**config.mk**
```make
export PLATFORM = sky130hd
export DESIGN_NAME = stereo_biquad_filter_top
export DESIGN_NICKNAME = d
export VERILOG_FILES = /design/src/rtl/core/sbq_pkg.sv /design/src/rtl/core/stereo_biquad_filter_top.sv /design/src/rtl/core/sbq_ctrl.sv /design/src/rtl/core/sbq_datapath.sv
export VERILOG_INCLUDE_DIRS = /design/src /design/src/rtl/core
export SDC_FILE = /design/constraint.sdc
export NUM_CORES = 2
export LEC_CHECK = 0
export BUFFER_PORTS_ARGS = -buffer_cell sky130_fd_sc_hd__buf_2
export CAP_MARGIN = 15
export CORE_ASPECT_RATIO = 1.5
export CORE_MARGIN = 2
export CORE_UTILIZATION = 60
export DETAILED_ROUTE_END_ITERATION = 10
export HOLD_SLACK_MARGIN = 0.05
export PLACE_DENSITY = 0.76
export SYNTH_ARGS = -nofsm -noshare
export SYNTH_HDL_FRONTEND = slang
export SYNTH_SLANG_ARGS = --single-unit
```
**constraint.sdc**
```tcl
create_clock -name aclk -period 11.05 [get_ports aclk]
set_input_delay 2.21 -clock aclk [delete_from_list [all_inputs] [get_ports aclk]]
set_output_delay 2.21 -clock aclk [all_outputs]
set_load 0.01 [all_outputs]
```
**src/rtl/core/assert_macros.svh**
```systemverilog
// Assertion macros shared by the RTL core.
`ifndef ASSERT_MACROS_SVH
`define ASSERT_MACROS_SVH

// Property checked on every rising clock edge outside reset.
`define ASSERT_CLK(lbl, clk, rstn, prop, msg) \
    lbl: assert property (@(posedge clk) disable iff (!rstn) (prop)) else $error(msg);

// Expression that must never be true outside reset.
`define ASSERT_NEVER(lbl, clk, rstn, expr, msg) \
    lbl: assert property (@(posedge clk) disable iff (!rstn) !(expr)) else $error(msg);

`endif

```
**src/rtl/core/sbq_pkg.sv**
```systemverilog
// Shared types, constants and helpers for the stereo biquad filter.
`timescale 1ns / 1ps
`default_nettype none

package sbq_pkg;

    // Delay values and y are 32-bit, same LSB as a sample.
    localparam int STATE_W   = 32;
    // Accumulator: delay plus two rounded products of 34 bits each.
    localparam int ACC_W     = 36;
    localparam int CFG_IDX_W = 3;

    typedef enum logic [CFG_IDX_W-1:0] {
        REG_NUM_CH = 3'd0,
        REG_B0     = 3'd1,
        REG_B1     = 3'd2,
        REG_B2     = 3'd3,
        REG_A1     = 3'd4,
        REG_A2     = 3'd5
    } cfg_reg_t;

    typedef enum logic [2:0] {
        COEF_B0,
        COEF_B1,
        COEF_B2,
        COEF_A1,
        COEF_A2
    } coef_sel_t;

    typedef enum logic {
        SRC_X,
        SRC_Y
    } src_sel_t;

    typedef enum logic [2:0] {
        ACC_NONE,
        ACC_Y_S1,    // y  = sat(s1 + p)
        ACC_N1_S2,   // n1 = s2 + p
        ACC_N2_ZERO, // n2 = p
        ACC_S1_N1,   // s1 = sat(n1 - p)
        ACC_S2_N2    // s2 = sat(n2 - p)
    } acc_op_t;

    typedef struct packed {
        coef_sel_t coef_sel;
        src_sel_t  src_sel;
        acc_op_t   acc_op;
        logic      ch;
        logic      capture;
        logic      load_x;
        logic      out_load;
    } dp_cmd_t;

    function automatic logic signed [STATE_W-1:0] sat_state(
        input logic signed [ACC_W-1:0] v
    );
        logic [ACC_W-STATE_W:0] top;
        logic signed [STATE_W-1:0] r;
        top = v[ACC_W-1:STATE_W-1];
        if ((&top) || (~|top)) begin
            r = v[STATE_W-1:0];
        end else if (v[ACC_W-1]) begin
            r = {1'b1, {(STATE_W-1){1'b0}}};
        end else begin
            r = {1'b0, {(STATE_W-1){1'b1}}};
        end
        return r;
    endfunction

endpackage

`default_nettype wire

```
**src/rtl/core/stereo_biquad_filter_top.sv**
```systemverilog
// Top level of the stereo biquad filter: configuration registers and block wiring.
`timescale 1ns / 1ps
`default_nettype none

// Stereo biquad filter, one second-order IIR section in transposed direct
// form II with coefficients shared by both channels. Per active channel:
// y = s1 + b0*x, s1 = s2 - a1*y + b1*x, s2 = -a2*y + b2*x. Samples are
// signed Q1.(SAMPLE_BITS-1), coefficients Q2.(COEF_BITS-2); each product is
// rounded to the sample LSB (half up, then floor), delays and the fed-back y
// are saturated to 32 bits, and the outputs to SAMPLE_BITS. Register 0
// selects the channel count (0 or 1: left only, 2 or 3: both); with one
// channel the right result is zero and the right delays hold. Registers 1..5
// are b0, b1, b2, a1, a2; writes to other indexes are dropped, and the
// configuration channel is always ready. Write configuration only while no
// item is in flight. One shared multiplier with a registered product does
// five products per channel, one channel after the other, and an item
// occupies the block from the accept cycle through the hand-off into the
// output register. The output register lets a new item be accepted while
// the previous result waits for m_ready.
module stereo_biquad_filter_top #(
    parameter int CHANNELS    = 2,
    parameter int SAMPLE_BITS = 24,
    parameter int COEF_BITS   = 16
) (
    input  wire logic                               aclk,
    input  wire logic                               aresetn,
    // input samples
    input  wire logic                               s_valid,
    output logic                                    s_ready,
    input  wire logic signed [SAMPLE_BITS-1:0]      s_sample_left,
    input  wire logic signed [SAMPLE_BITS-1:0]      s_sample_right,
    // filtered results
    output logic                                    m_valid,
    input  wire logic                               m_ready,
    output logic signed [SAMPLE_BITS-1:0]           m_filtered_left,
    output logic signed [SAMPLE_BITS-1:0]           m_filtered_right,
    // configuration writes
    input  wire logic                               cfg_valid,
    output logic                                    cfg_ready,
    input  wire logic [sbq_pkg::CFG_IDX_W-1:0]      cfg_index,
    input  wire logic [COEF_BITS-1:0]               cfg_data
);
    import sbq_pkg::*;

    // Unity gain for b0 at reset.
    localparam logic signed [COEF_BITS-1:0] COEF_ONE = COEF_BITS'(1) <<< (COEF_BITS - 2);

    logic [1:0]                  num_ch_reg;
    logic signed [COEF_BITS-1:0] coef_b0_reg, coef_b1_reg, coef_b2_reg;
    logic signed [COEF_BITS-1:0] coef_a1_reg, coef_a2_reg;
    logic                        two_ch;
    dp_cmd_t                     cmd;

    assign cfg_ready = 1'b1;

    // Register file; a transfer to an unknown index is ignored.
    always_ff @(posedge aclk) begin
        if (!aresetn) begin
            num_ch_reg  <= 2'd1;
            coef_b0_reg <= COEF_ONE;
            coef_b1_reg <= '0;
            coef_b2_reg <= '0;
            coef_a1_reg <= '0;
            coef_a2_reg <= '0;
        end else if (cfg_valid) begin
            unique case (cfg_index)
                REG_NUM_CH: num_ch_reg  <= cfg_data[1:0];
                REG_B0:     coef_b0_reg <= cfg_data;
                REG_B1:     coef_b1_reg <= cfg_data;
                REG_B2:     coef_b2_reg <= cfg_data;
                REG_A1:     coef_a1_reg <= cfg_data;
                REG_A2:     coef_a2_reg <= cfg_data;
                default:    ;
            endcase
        end
    end

    // Counts 2 and 3 mean stereo; capped by the build.
    assign two_ch = (CHANNELS > 1) && num_ch_reg[1];

    sbq_ctrl u_ctrl (
        .aclk    (aclk),
        .aresetn (aresetn),
        .s_valid (s_valid),
        .s_ready (s_ready),
        .m_valid (m_valid),
        .m_ready (m_ready),
        .two_ch  (two_ch),
        .cmd     (cmd)
    );

    sbq_datapath #(
        .CHANNELS    (CHANNELS),
        .SAMPLE_BITS (SAMPLE_BITS),
        .COEF_BITS   (COEF_BITS)
    ) u_datapath (
        .aclk           (aclk),
        .aresetn        (aresetn),
        .cmd            (cmd),
        .sample_left    (s_sample_left),
        .sample_right   (s_sample_right),
        .coef_b0        (coef_b0_reg),
        .coef_b1        (coef_b1_reg),
        .coef_b2        (coef_b2_reg),
        .coef_a1        (coef_a1_reg),
        .coef_a2        (coef_a2_reg),
        .filtered_left  (m_filtered_left),
        .filtered_right (m_filtered_right)
    );

endmodule

`default_nettype wire

```
**src/rtl/core/sbq_ctrl.sv**
```systemverilog
// Sequencer for the biquad: steps the shared multiplier through each channel.
`timescale 1ns / 1ps
`default_nettype none
`include "assert_macros.svh"

module sbq_ctrl (
    input  wire logic            aclk,
    input  wire logic            aresetn,
    input  wire logic            s_valid,
    output logic                 s_ready,
    output logic                 m_valid,
    input  wire logic            m_ready,
    input  wire logic            two_ch,
    output sbq_pkg::dp_cmd_t     cmd
);
    import sbq_pkg::*;

    typedef enum logic [1:0] {
        ST_IDLE,
        ST_RUN,
        ST_OUT
    } state_t;

    localparam logic [2:0] STEP_0    = 3'd0;
    localparam logic [2:0] STEP_1    = 3'd1;
    localparam logic [2:0] STEP_2    = 3'd2;
    localparam logic [2:0] STEP_3    = 3'd3;
    localparam logic [2:0] STEP_4    = 3'd4;
    localparam logic [2:0] STEP_LAST = 3'd5;

    state_t     state_reg;
    logic [2:0] step_reg;
    logic       ch_reg;
    logic       m_valid_reg;

    assign s_ready = (state_reg == ST_IDLE);
    assign m_valid = m_valid_reg;

    always_comb begin
        cmd          = '0;
        cmd.coef_sel = COEF_B0;
        cmd.src_sel  = SRC_X;
        cmd.acc_op   = ACC_NONE;
        cmd.ch       = ch_reg;
        cmd.load_x   = s_valid && (state_reg == ST_IDLE);
        cmd.out_load = (state_reg == ST_OUT) && (!m_valid_reg || m_ready);
        if (state_reg == ST_RUN) begin
            unique case (step_reg)
                STEP_0: begin
                    cmd.coef_sel = COEF_B0;
                end
                STEP_1: begin
                    cmd.coef_sel = COEF_B1;
                    cmd.acc_op   = ACC_Y_S1;
                end
                STEP_2: begin
                    cmd.coef_sel = COEF_B2;
                    cmd.acc_op   = ACC_N1_S2;
                end
                STEP_3: begin
                    cmd.coef_sel = COEF_A1;
                    cmd.src_sel  = SRC_Y;
                    cmd.acc_op   = ACC_N2_ZERO;
                end
                STEP_4: begin
                    cmd.coef_sel = COEF_A2;
                    cmd.src_sel  = SRC_Y;
                    cmd.acc_op   = ACC_S1_N1;
                end
                STEP_LAST: begin
                    cmd.acc_op  = ACC_S2_N2;
                    cmd.capture = 1'b1;
                end
                default: begin
                    cmd.acc_op = ACC_NONE;
                end
            endcase
        end
    end

    always_ff @(posedge aclk) begin
        if (!aresetn) begin
            state_reg   <= ST_IDLE;
            step_reg    <= STEP_0;
            ch_reg      <= 1'b0;
            m_valid_reg <= 1'b0;
        end else begin
            unique case (state_reg)
                ST_IDLE: begin
                    if (s_valid) begin
                        state_reg <= ST_RUN;
                        step_reg  <= STEP_0;
                        ch_reg    <= 1'b0;
                    end
                end
                ST_RUN: begin
                    if (step_reg == STEP_LAST) begin
                        step_reg <= STEP_0;
                        if (!ch_reg && two_ch) begin
                            ch_reg <= 1'b1;
                        end else begin
                            ch_reg    <= 1'b0;
                            state_reg <= ST_OUT;
                        end
                    end else begin
                        step_reg <= step_reg + 3'd1;
                    end
                end
                ST_OUT: begin
                    if (!m_valid_reg || m_ready) begin
                        state_reg <= ST_IDLE;
                    end
                end
                default: begin
                    state_reg <= ST_IDLE;
                end
            endcase

            if (cmd.out_load) begin
                m_valid_reg <= 1'b1;
            end else if (m_ready) begin
                m_valid_reg <= 1'b0;
            end
        end
    end

    `ASSERT_CLK(a_out_load_free, aclk, aresetn,
                cmd.out_load |-> (!m_valid_reg || m_ready), "result overwritten while pending")
    `ASSERT_CLK(a_ready_quiet, aclk, aresetn,
                s_ready |-> (step_reg == STEP_0 && !ch_reg), "ready while an item is in flight")
    `ASSERT_CLK(a_accept_starts, aclk, aresetn,
                (s_valid && s_ready) |=> (state_reg == ST_RUN && step_reg == STEP_0 && !ch_reg),
                "accepted item did not start on channel zero")

endmodule

`default_nettype wire

```
**src/rtl/core/sbq_datapath.sv**
```systemverilog
// Biquad datapath: shared multiplier, rounding accumulator, delays, result registers.
`timescale 1ns / 1ps
`default_nettype none

module sbq_datapath #(
    parameter int CHANNELS    = 2,
    parameter int SAMPLE_BITS = 24,
    parameter int COEF_BITS   = 16
) (
    input  wire logic                          aclk,
    input  wire logic                          aresetn,
    input  wire sbq_pkg::dp_cmd_t              cmd,
    input  wire logic signed [SAMPLE_BITS-1:0] sample_left,
    input  wire logic signed [SAMPLE_BITS-1:0] sample_right,
    input  wire logic signed [COEF_BITS-1:0]   coef_b0,
    input  wire logic signed [COEF_BITS-1:0]   coef_b1,
    input  wire logic signed [COEF_BITS-1:0]   coef_b2,
    input  wire logic signed [COEF_BITS-1:0]   coef_a1,
    input  wire logic signed [COEF_BITS-1:0]   coef_a2,
    output logic signed [SAMPLE_BITS-1:0]      filtered_left,
    output logic signed [SAMPLE_BITS-1:0]      filtered_right
);
    import sbq_pkg::*;

    localparam int PROD_W = COEF_BITS + STATE_W;
    localparam int FB     = COEF_BITS - 2;
    localparam int DEPTH  = 2 * CHANNELS;
    localparam int SI_W   = $clog2(DEPTH);
    localparam logic signed [PROD_W-1:0] HALF = PROD_W'(64'sd1 <<< (FB - 1));

    logic signed [SAMPLE_BITS-1:0] x_left_reg, x_right_reg;
    logic signed [PROD_W-1:0]      prod_reg, prod_next;
    logic signed [STATE_W-1:0]     y_reg;
    logic signed [ACC_W-1:0]       n1_reg, n2_reg;
    logic signed [STATE_W-1:0]     delay_reg [DEPTH];
    logic signed [SAMPLE_BITS-1:0] hold_left_reg, hold_right_reg;
    logic signed [SAMPLE_BITS-1:0] out_left_reg, out_right_reg;

    logic signed [COEF_BITS-1:0]   mul_coef;
    logic signed [STATE_W-1:0]     mul_opnd;
    logic signed [SAMPLE_BITS-1:0] x_sel;
    logic signed [PROD_W-1:0]      rnd, shifted;
    logic signed [ACC_W-1:0]       term, base, sum;
    logic signed [STATE_W-1:0]     sum_sat;
    logic                          use_s2;
    logic [SI_W-1:0]               rd_idx;
    logic [STATE_W-SAMPLE_BITS:0]  y_top;
    logic signed [SAMPLE_BITS-1:0] y_sat;

    // Channel one only exists when built for two channels.
    assign x_sel = (CHANNELS > 1 && cmd.ch) ? x_right_reg : x_left_reg;

    always_comb begin
        unique case (cmd.coef_sel)
            COEF_B0: mul_coef = coef_b0;
            COEF_B1: mul_coef = coef_b1;
            COEF_B2: mul_coef = coef_b2;
            COEF_A1: mul_coef = coef_a1;
            COEF_A2: mul_coef = coef_a2;
            default: mul_coef = coef_b0;
        endcase
    end

    assign mul_opnd  = (cmd.src_sel == SRC_Y) ? y_reg : STATE_W'(x_sel);
    assign prod_next = PROD_W'(mul_coef) * PROD_W'(mul_opnd);

    // Round to the sample LSB: add half, floor.
    assign rnd     = prod_reg + HALF;
    assign shifted = rnd >>> FB;
    assign term    = signed'(shifted[ACC_W-1:0]);

    assign use_s2 = (cmd.acc_op == ACC_N1_S2) || (cmd.acc_op == ACC_S2_N2);
    assign rd_idx = SI_W'({cmd.ch, use_s2});

    always_comb begin
        case (cmd.acc_op)
            ACC_Y_S1, ACC_N1_S2: base = ACC_W'(delay_reg[rd_idx]);
            ACC_S1_N1:           base = n1_reg;
            ACC_S2_N2:           base = n2_reg;
            default:             base = '0;
        endcase
        if (cmd.acc_op == ACC_S1_N1 || cmd.acc_op == ACC_S2_N2) begin
            sum = base - term;
        end else begin
            sum = base + term;
        end
    end

    assign sum_sat = sat_state(sum);

    // Output saturation to the sample width.
    assign y_top = y_reg[STATE_W-1:SAMPLE_BITS-1];
    always_comb begin
        if ((&y_top) || (~|y_top)) begin
            y_sat = y_reg[SAMPLE_BITS-1:0];
        end else if (y_reg[STATE_W-1]) begin
            y_sat = {1'b1, {(SAMPLE_BITS-1){1'b0}}};
        end else begin
            y_sat = {1'b0, {(SAMPLE_BITS-1){1'b1}}};
        end
    end

    always_ff @(posedge aclk) begin
        prod_reg <= prod_next;
        if (cmd.load_x) begin
            x_left_reg     <= sample_left;
            x_right_reg    <= sample_right;
            hold_left_reg  <= '0;
            hold_right_reg <= '0;
        end
        case (cmd.acc_op)
            ACC_Y_S1:    y_reg  <= sum_sat;
            ACC_N1_S2:   n1_reg <= sum;
            ACC_N2_ZERO: n2_reg <= sum;
            default:     ;
        endcase
        if (cmd.capture) begin
            if (cmd.ch) begin
                hold_right_reg <= y_sat;
            end else begin
                hold_left_reg <= y_sat;
            end
        end
        if (cmd.out_load) begin
            out_left_reg  <= hold_left_reg;
            out_right_reg <= hold_right_reg;
        end
    end

    always_ff @(posedge aclk) begin
        if (!aresetn) begin
            for (int i = 0; i < DEPTH; i++) begin
                delay_reg[i] <= '0;
            end
        end else if (cmd.acc_op == ACC_S1_N1 || cmd.acc_op == ACC_S2_N2) begin
            delay_reg[rd_idx] <= sum_sat;
        end
    end

    assign filtered_left  = out_left_reg;
    assign filtered_right = out_right_reg;

endmodule

`default_nettype wire
```
# After elaboration in Yosys (flattened, before gate mapping)
# Memory sizes are Yosys's and may differ from the RTL's.
# Cells that the tools add are included.
# totals
register_bits	385
n_memories	1
in_bits	72
mem_bits_rw	128
out_inout_bits	51
word_cells	125
# mem_list
memory	words	width	rd	rd_ports_with_merged_regs	write_ports	line_no	rtl
u_datapath.delay_reg	4	32	1	0	4	sbq_datapath.sv:35	logic signed [STATE_W-1:0] delay_reg [DEPTH];
# op_classes
mux	42
addsub	4
mul	1
n_reduce_logical	32
eq_ne	25
# op_table
operator	n
$mux W24	9
$mux W32	4
$pmux W36 S3	1
$pmux W16 S4	1
$add A48 B15 Y48 const B	1
$mul A16 B32 Y48	1
$add A36 B34 Y36	1
$mux W36	1
$sub A36 B34 Y36	1
$reduce_or A32 Y1	1
$eq A3 B2 Y1 const B	8
$eq A3 B3 Y1 const B	7
$pmux W3 S5	1
$reduce_and A2 Y1	7
$mux W1	13
$eq A3 B1 Y1 const B	4
$pmux W3 S4	1
$mux W2	5
$reduce_and A9 Y1	1
$reduce_or A9 Y1	1
$ne A2 B2 Y1 const B	4
$mux W7	1
$mux W3	2
$pmux W2 S3	1
16 further kinds	27

# Logic depth before layout (Yosys ltp)
# An unclocked memory read counts as a cell.
# logic_depth
ltp_word	15
depth_mapped	35
mapped_depth_nobuf	30

# By module
# From an unflattened synthesis, not the netlist that was laid out.
# hier_totals
cells_unflattened	4308
area_unflattened_um2	42012.8
# by_module_without_submodules
mod	instances	seq_area_each_um2	cells_per_inst	area_per_inst_um2
sbq_datapath	1	11511.0	3956	38503.2
stereo_biquad_filter_top	1	1621.6	289	3032.9
sbq_ctrl	1	140.1	63	476.7

# Worst setup path before layout
# Ideal clock, no wire load.
# synth_timing
path_kind	register -> register
startpoint	register u_ctrl.step_reg[1]
endpoint	register u_datapath.prod_reg[38]
t_required_ns	10.934
period_less_slack_ns	8.592
n_path_buf	5
setup_slack_ns	2.458
arrival_time_ns	8.476
setup_time_ns	0.116
path_stages_with_launch	34
cell_sequence	dfxtp_1 -> clkbuf_1 -> and2_1 -> ha_1 -> mux2i_1 -> o32ai_1 -> clkbuf_1 -> nor4_1 -> clkbuf_1 -> clkbuf_1 -> a221oi_1 -> clkbuf_1 -> nor2_1 -> fa_1 -> inv_1 -> fa_1 -> fa_1 -> inv_1 -> fa_1 -> fa_1 -> inv_1 -> fa_1 -> inv_1 -> ha_1 -> inv_1 -> o21bai_1 -> a21oi_1 -> o21ai_0 -> a21o_1 -> a21o_1 -> a221o_1 -> a32o_1 -> or4_1 -> o211a_1
# synth_between
elab_chain_len	6
word_cells_on_any_way	15
classes_between	1 x mul; 8 x eq/ne; 5 x mux; 1 x reduce/logical
# synth_lines
element	line_no	rtl
start, declared	sbq_ctrl.sv:32	logic [2:0] step_reg;
start signal, assigned	sbq_ctrl.sv:106	step_reg <= step_reg + 3'd1;
$eq A3 B3 Y1, or another cell as far along	sbq_ctrl.sv:48	unique case (step_reg)
$pmux W3 S4 / $reduce_or A2 Y1 (equally long branches)	n/a	
$mux W7 (*)	sbq_ctrl.sv:47	if (state_reg == ST_RUN) begin
$eq A3 B3 Y1, or another cell as far along	sbq_datapath.sv:54	unique case (cmd.coef_sel)
$pmux W16 S4 / $mux W32 (equally long branches)	sbq_datapath.sv:54, sbq_datapath.sv:64	
$mul A16 B32 Y48 (*)	sbq_datapath.sv:65	assign prod_next = PROD_W'(mul_coef) * PROD_W'(mul_opnd);
net u_datapath.prod_next[38]	sbq_datapath.sv:32	logic signed [PROD_W-1:0] prod_reg, prod_next;
end signal, assigned	sbq_datapath.sv:104	prod_reg <= prod_next;
end, declared	sbq_datapath.sv:32	
# Mark *: on every way through the listed nets, which the timed path passes. The rest lies on a longest branch.
# A chain may end at the register's enable or synchronous reset.

# Final worst setup path
# Ends and elaborated chain as after synthesis.

==> impl_metrics.json <==
{
  "hold_viol": 0,
  "period_minus_slack_ns": 9.867,
  "avgSynthCellArea_um2": 9.718,
  "setup_ws_ns": 1.183,
  "area_growth_pct": 8.011,
  "switchingPower_mw": 2.312,
  "num_rows": 117,
  "fin_skew_ns": 0.03440,
  "drc": 0,
  "pwr-share-seq": 0.371,
  "vias_per_cell": 6.144,
  "finalPower_mw": 6.239,
  "p_int_mw": 3.928,
  "reg2regPathDepth": 27,
  "final_layout_size_suffix_gt1_frac": 0.08800,
  "dieArea_mm2": 0.07088,
  "clock_power_share": 0.285,
  "top_usage_layer": "met2",
  "yosys.area.top_type": "edfxtp_1",
  "required_ns": 11.55,
  "hpwl_mm": 88.71,
  "routedWlPerCell_um": 23.29,
  "synth_common_cells": "inv_1 (613), nand2_1 (558), fa_1 (486)",
  "synth_ff_type": "edfxtp_1",
  "yosysMostFrequentCell": "inv_1",
  "io_buffers": 121,
  "whs_path_depth": 0,
  "placed_area_mm2": 0.04281,
  "post-place-ws_ns": 1.292,
  "grtUsageMet2": 0.5992,
  "critPathSlowestCell": "nand2_1",
  "fmax_mhz": 101.3,
  "cts_buffers": 47,
  "finalInstanceArea_mm2": 0.04454,
  "drt-total-wl_mm": 121.1,
  "grt_pass1_vias": 33407,
  "irDropWorstVdd_mv": 0.1534,
  "grt_use_met1": 0.3914,
  "use_met3": 0.05825,
  "synth_edf_count": 328,
  "cts_tree": "done",
  "p_leak_nw": 19.32,
  "die_y_um": 325.1,
  "synth.distinct_cells": 93,
  "criticalPathCategory": "reg -> reg",
  "synth_nets": 4952,
  "clkLatencyLatePin_ns": 0.63,
  "slew_violations": 0,
  "post_cts_resized": 0,
  "hold_path.class": "reg -> reg",
  "switching_share": 0.3705,
  "powerDensity_mw_per_mm2": 140.1,
  "gp_congestion": 1.021,
  "grt_max_degree": 95,
  "critical_path.top_delay_family": "adder cells",
  "vias": 31950,
  "cp_max_fo": 23,
  "crit_buf_inv": 5,
  "worst_slew_pin_slew_ns": 1.237,
  "h-tree-depth": 2,
  "cpPeakStageDelay_ns": 0.85,
  "syn_area_mm2": 0.04123,
  "fin_crit_sh": 0.8930,
  "yosys-top-cells-area": "edfxtp_1 (24%), fa_1 (24%), dfxtp_1 (8.3%)",
  "drv_cap": 0,
  "cts_root_buf": "clkbuf_16",
  "crit_path_end_kind": "flip-flop",
  "outcome": "finished clean",
  "drt_iter0_markers": 2804,
  "largest_reg_flops": 128,
  "core_mm2": 0.06793,
  "first_pass_iters": 5,
  "clk_pin_slew_ns": 0.07,
  "yosys_warnings": 0,
  "rsz0062_at_grt": "false",
  "io_pins": 123,
  "async_flop_share": 0,
  "slew_headroom": 0.1755,
  "finalSetupTns_ns": 0,
  "gr-total-overflow": 0,
  "startpoint_type": "flip-flop",
  "grt_use_total": 0.3476,
  "cts_sinks": 499,
  "fin_nets": 4977,
  "final_antenna_net_count": 0,
  "crit_cells": 27,
  "cts_buffer_depth": 3,
  "antenna_found_initial": 2,
  "yosysSeqAreaShare": 0.3219,
  "grt_pass1_wl_mm": 186.1,
  "cpMostUsedCell": "fa_1",
  "synth_top_area_frac": 0.2389,
  "final-setup-viol-count": 0,
  "die-width_um": 218.0,
  "start_util": 0.6070,
  "cp.arrival_ns": 10.37,
  "cts_setup_buffers": 0,
  "syn_inst": 4243,
  "ys_ff_latch": 499,
  "cts_hold_buf": 0,
  "pwr-share-comb": 0.344
}
through the flow:
step | hold WS [ns] | cells | utilization
global route | 0.4344 | 5200 | 0.6557
CTS | 0.4313 | 5197 | 0.6554
finish | 0.4320 | 5200 | 0.6557
global placement | 0.4113 | 5109 | 0.6303
detailed placement | 0.4160 | 5109 | 0.6303
floorplan | 0.4079 | 4243 | -
worst reg2reg max path: cells and delay by family (launching register included):
kind,cells,cell delay [ns]
AOI/OAI and AO/OA,9,1.78
adders and majority gates,8,4.01
buffers and inverters,5,0.63
DFF,1,0.58
and+or+nand+nor,5,2.80
path summary, 6_finish.rpt:
check	from	end	slack, ns
worst max-delay path	u_ctrl.step_reg[1]	u_datapath.prod_reg[38]	1.18
worst min-delay path	u_datapath.hold_right_reg[11]	u_datapath.filtered_right[11]	0.43
worst max register to register	u_ctrl.step_reg[1]	u_datapath.prod_reg[38]	1.18
worst min register to register	u_datapath.hold_right_reg[11]	u_datapath.filtered_right[11]	0.43
cells by family after synthesis:
logic type / share of synthesized area
muxes: 0.03526
buffers and inverters: 0.07875
xor gates and xnor gates: 0.02910
other: 0.00009095
adders and majority gates: 0.2820
DFF: 0.3219
and+or+nand+nor: 0.1291
AOI/OAI and AO/OA: 0.1238
power groups by stage:
stage / Clock, mW / Sequential, mW / Combinational (mW)
after global placement: 0 / 2.34 / 2.04
after floorplan: 0 / 2.28 / 1.48
after detailed placement: 0 / 2.35 / 2.08
final: 1.78 / 2.31 / 2.15
after CTS: 1.79 / 2.31 / 2.10
after global routing: 1.86 / 2.33 / 2.34
metal layers:
layer	part of all wire	vias up	wire length, um
met4	0.078	0	9483
met5	0	-	0
met2	0.50	1549	60360
met3	0.081	483	9795
met1	0.34	15876	41470
li1	-	14042	-
area by class of cell:
| type | count | area (um2) |
|---|---|---|
| multi-input cells | 2900 | 24880 |
| repair buffers | 206 | 1244 |
| clock buffers | 57 | 1315 |
| clock inverters | 31 | 392.9 |
| inverters | 614 | 2305 |
| well taps | 892 | 1116 |
| flip-flops and latches | 499 | 13280 |
| fillers | 5444 | 23390 |
| diodes | 1 | 2.502 |
cells in the final DEF, fill, tap and decap left out, types with 22 or more instances in the layout:
cell type	synthesis	routed
nor2b_1	26	23
a21boi_0	86	86
buf_4	10	84
xor2_1	50	50
mux2i_1	71	71
dfxtp_1	171	170
ha_1	151	151
inv_1	613	613
edfxtp_1	328	328
xnor2_1	87	86
a21o_1	74	74
nor2_1	320	319
and2_1	24	24
mux4_2	30	30
a22o_1	25	25
nand3_1	101	101
fa_1	486	486
a21oi_1	145	143
nand4_1	22	22
buf_2	24	121
clkbuf_16	0	48
nand2_1	558	557
o21ai_0	306	306
(Power assumes the default switching activity.)
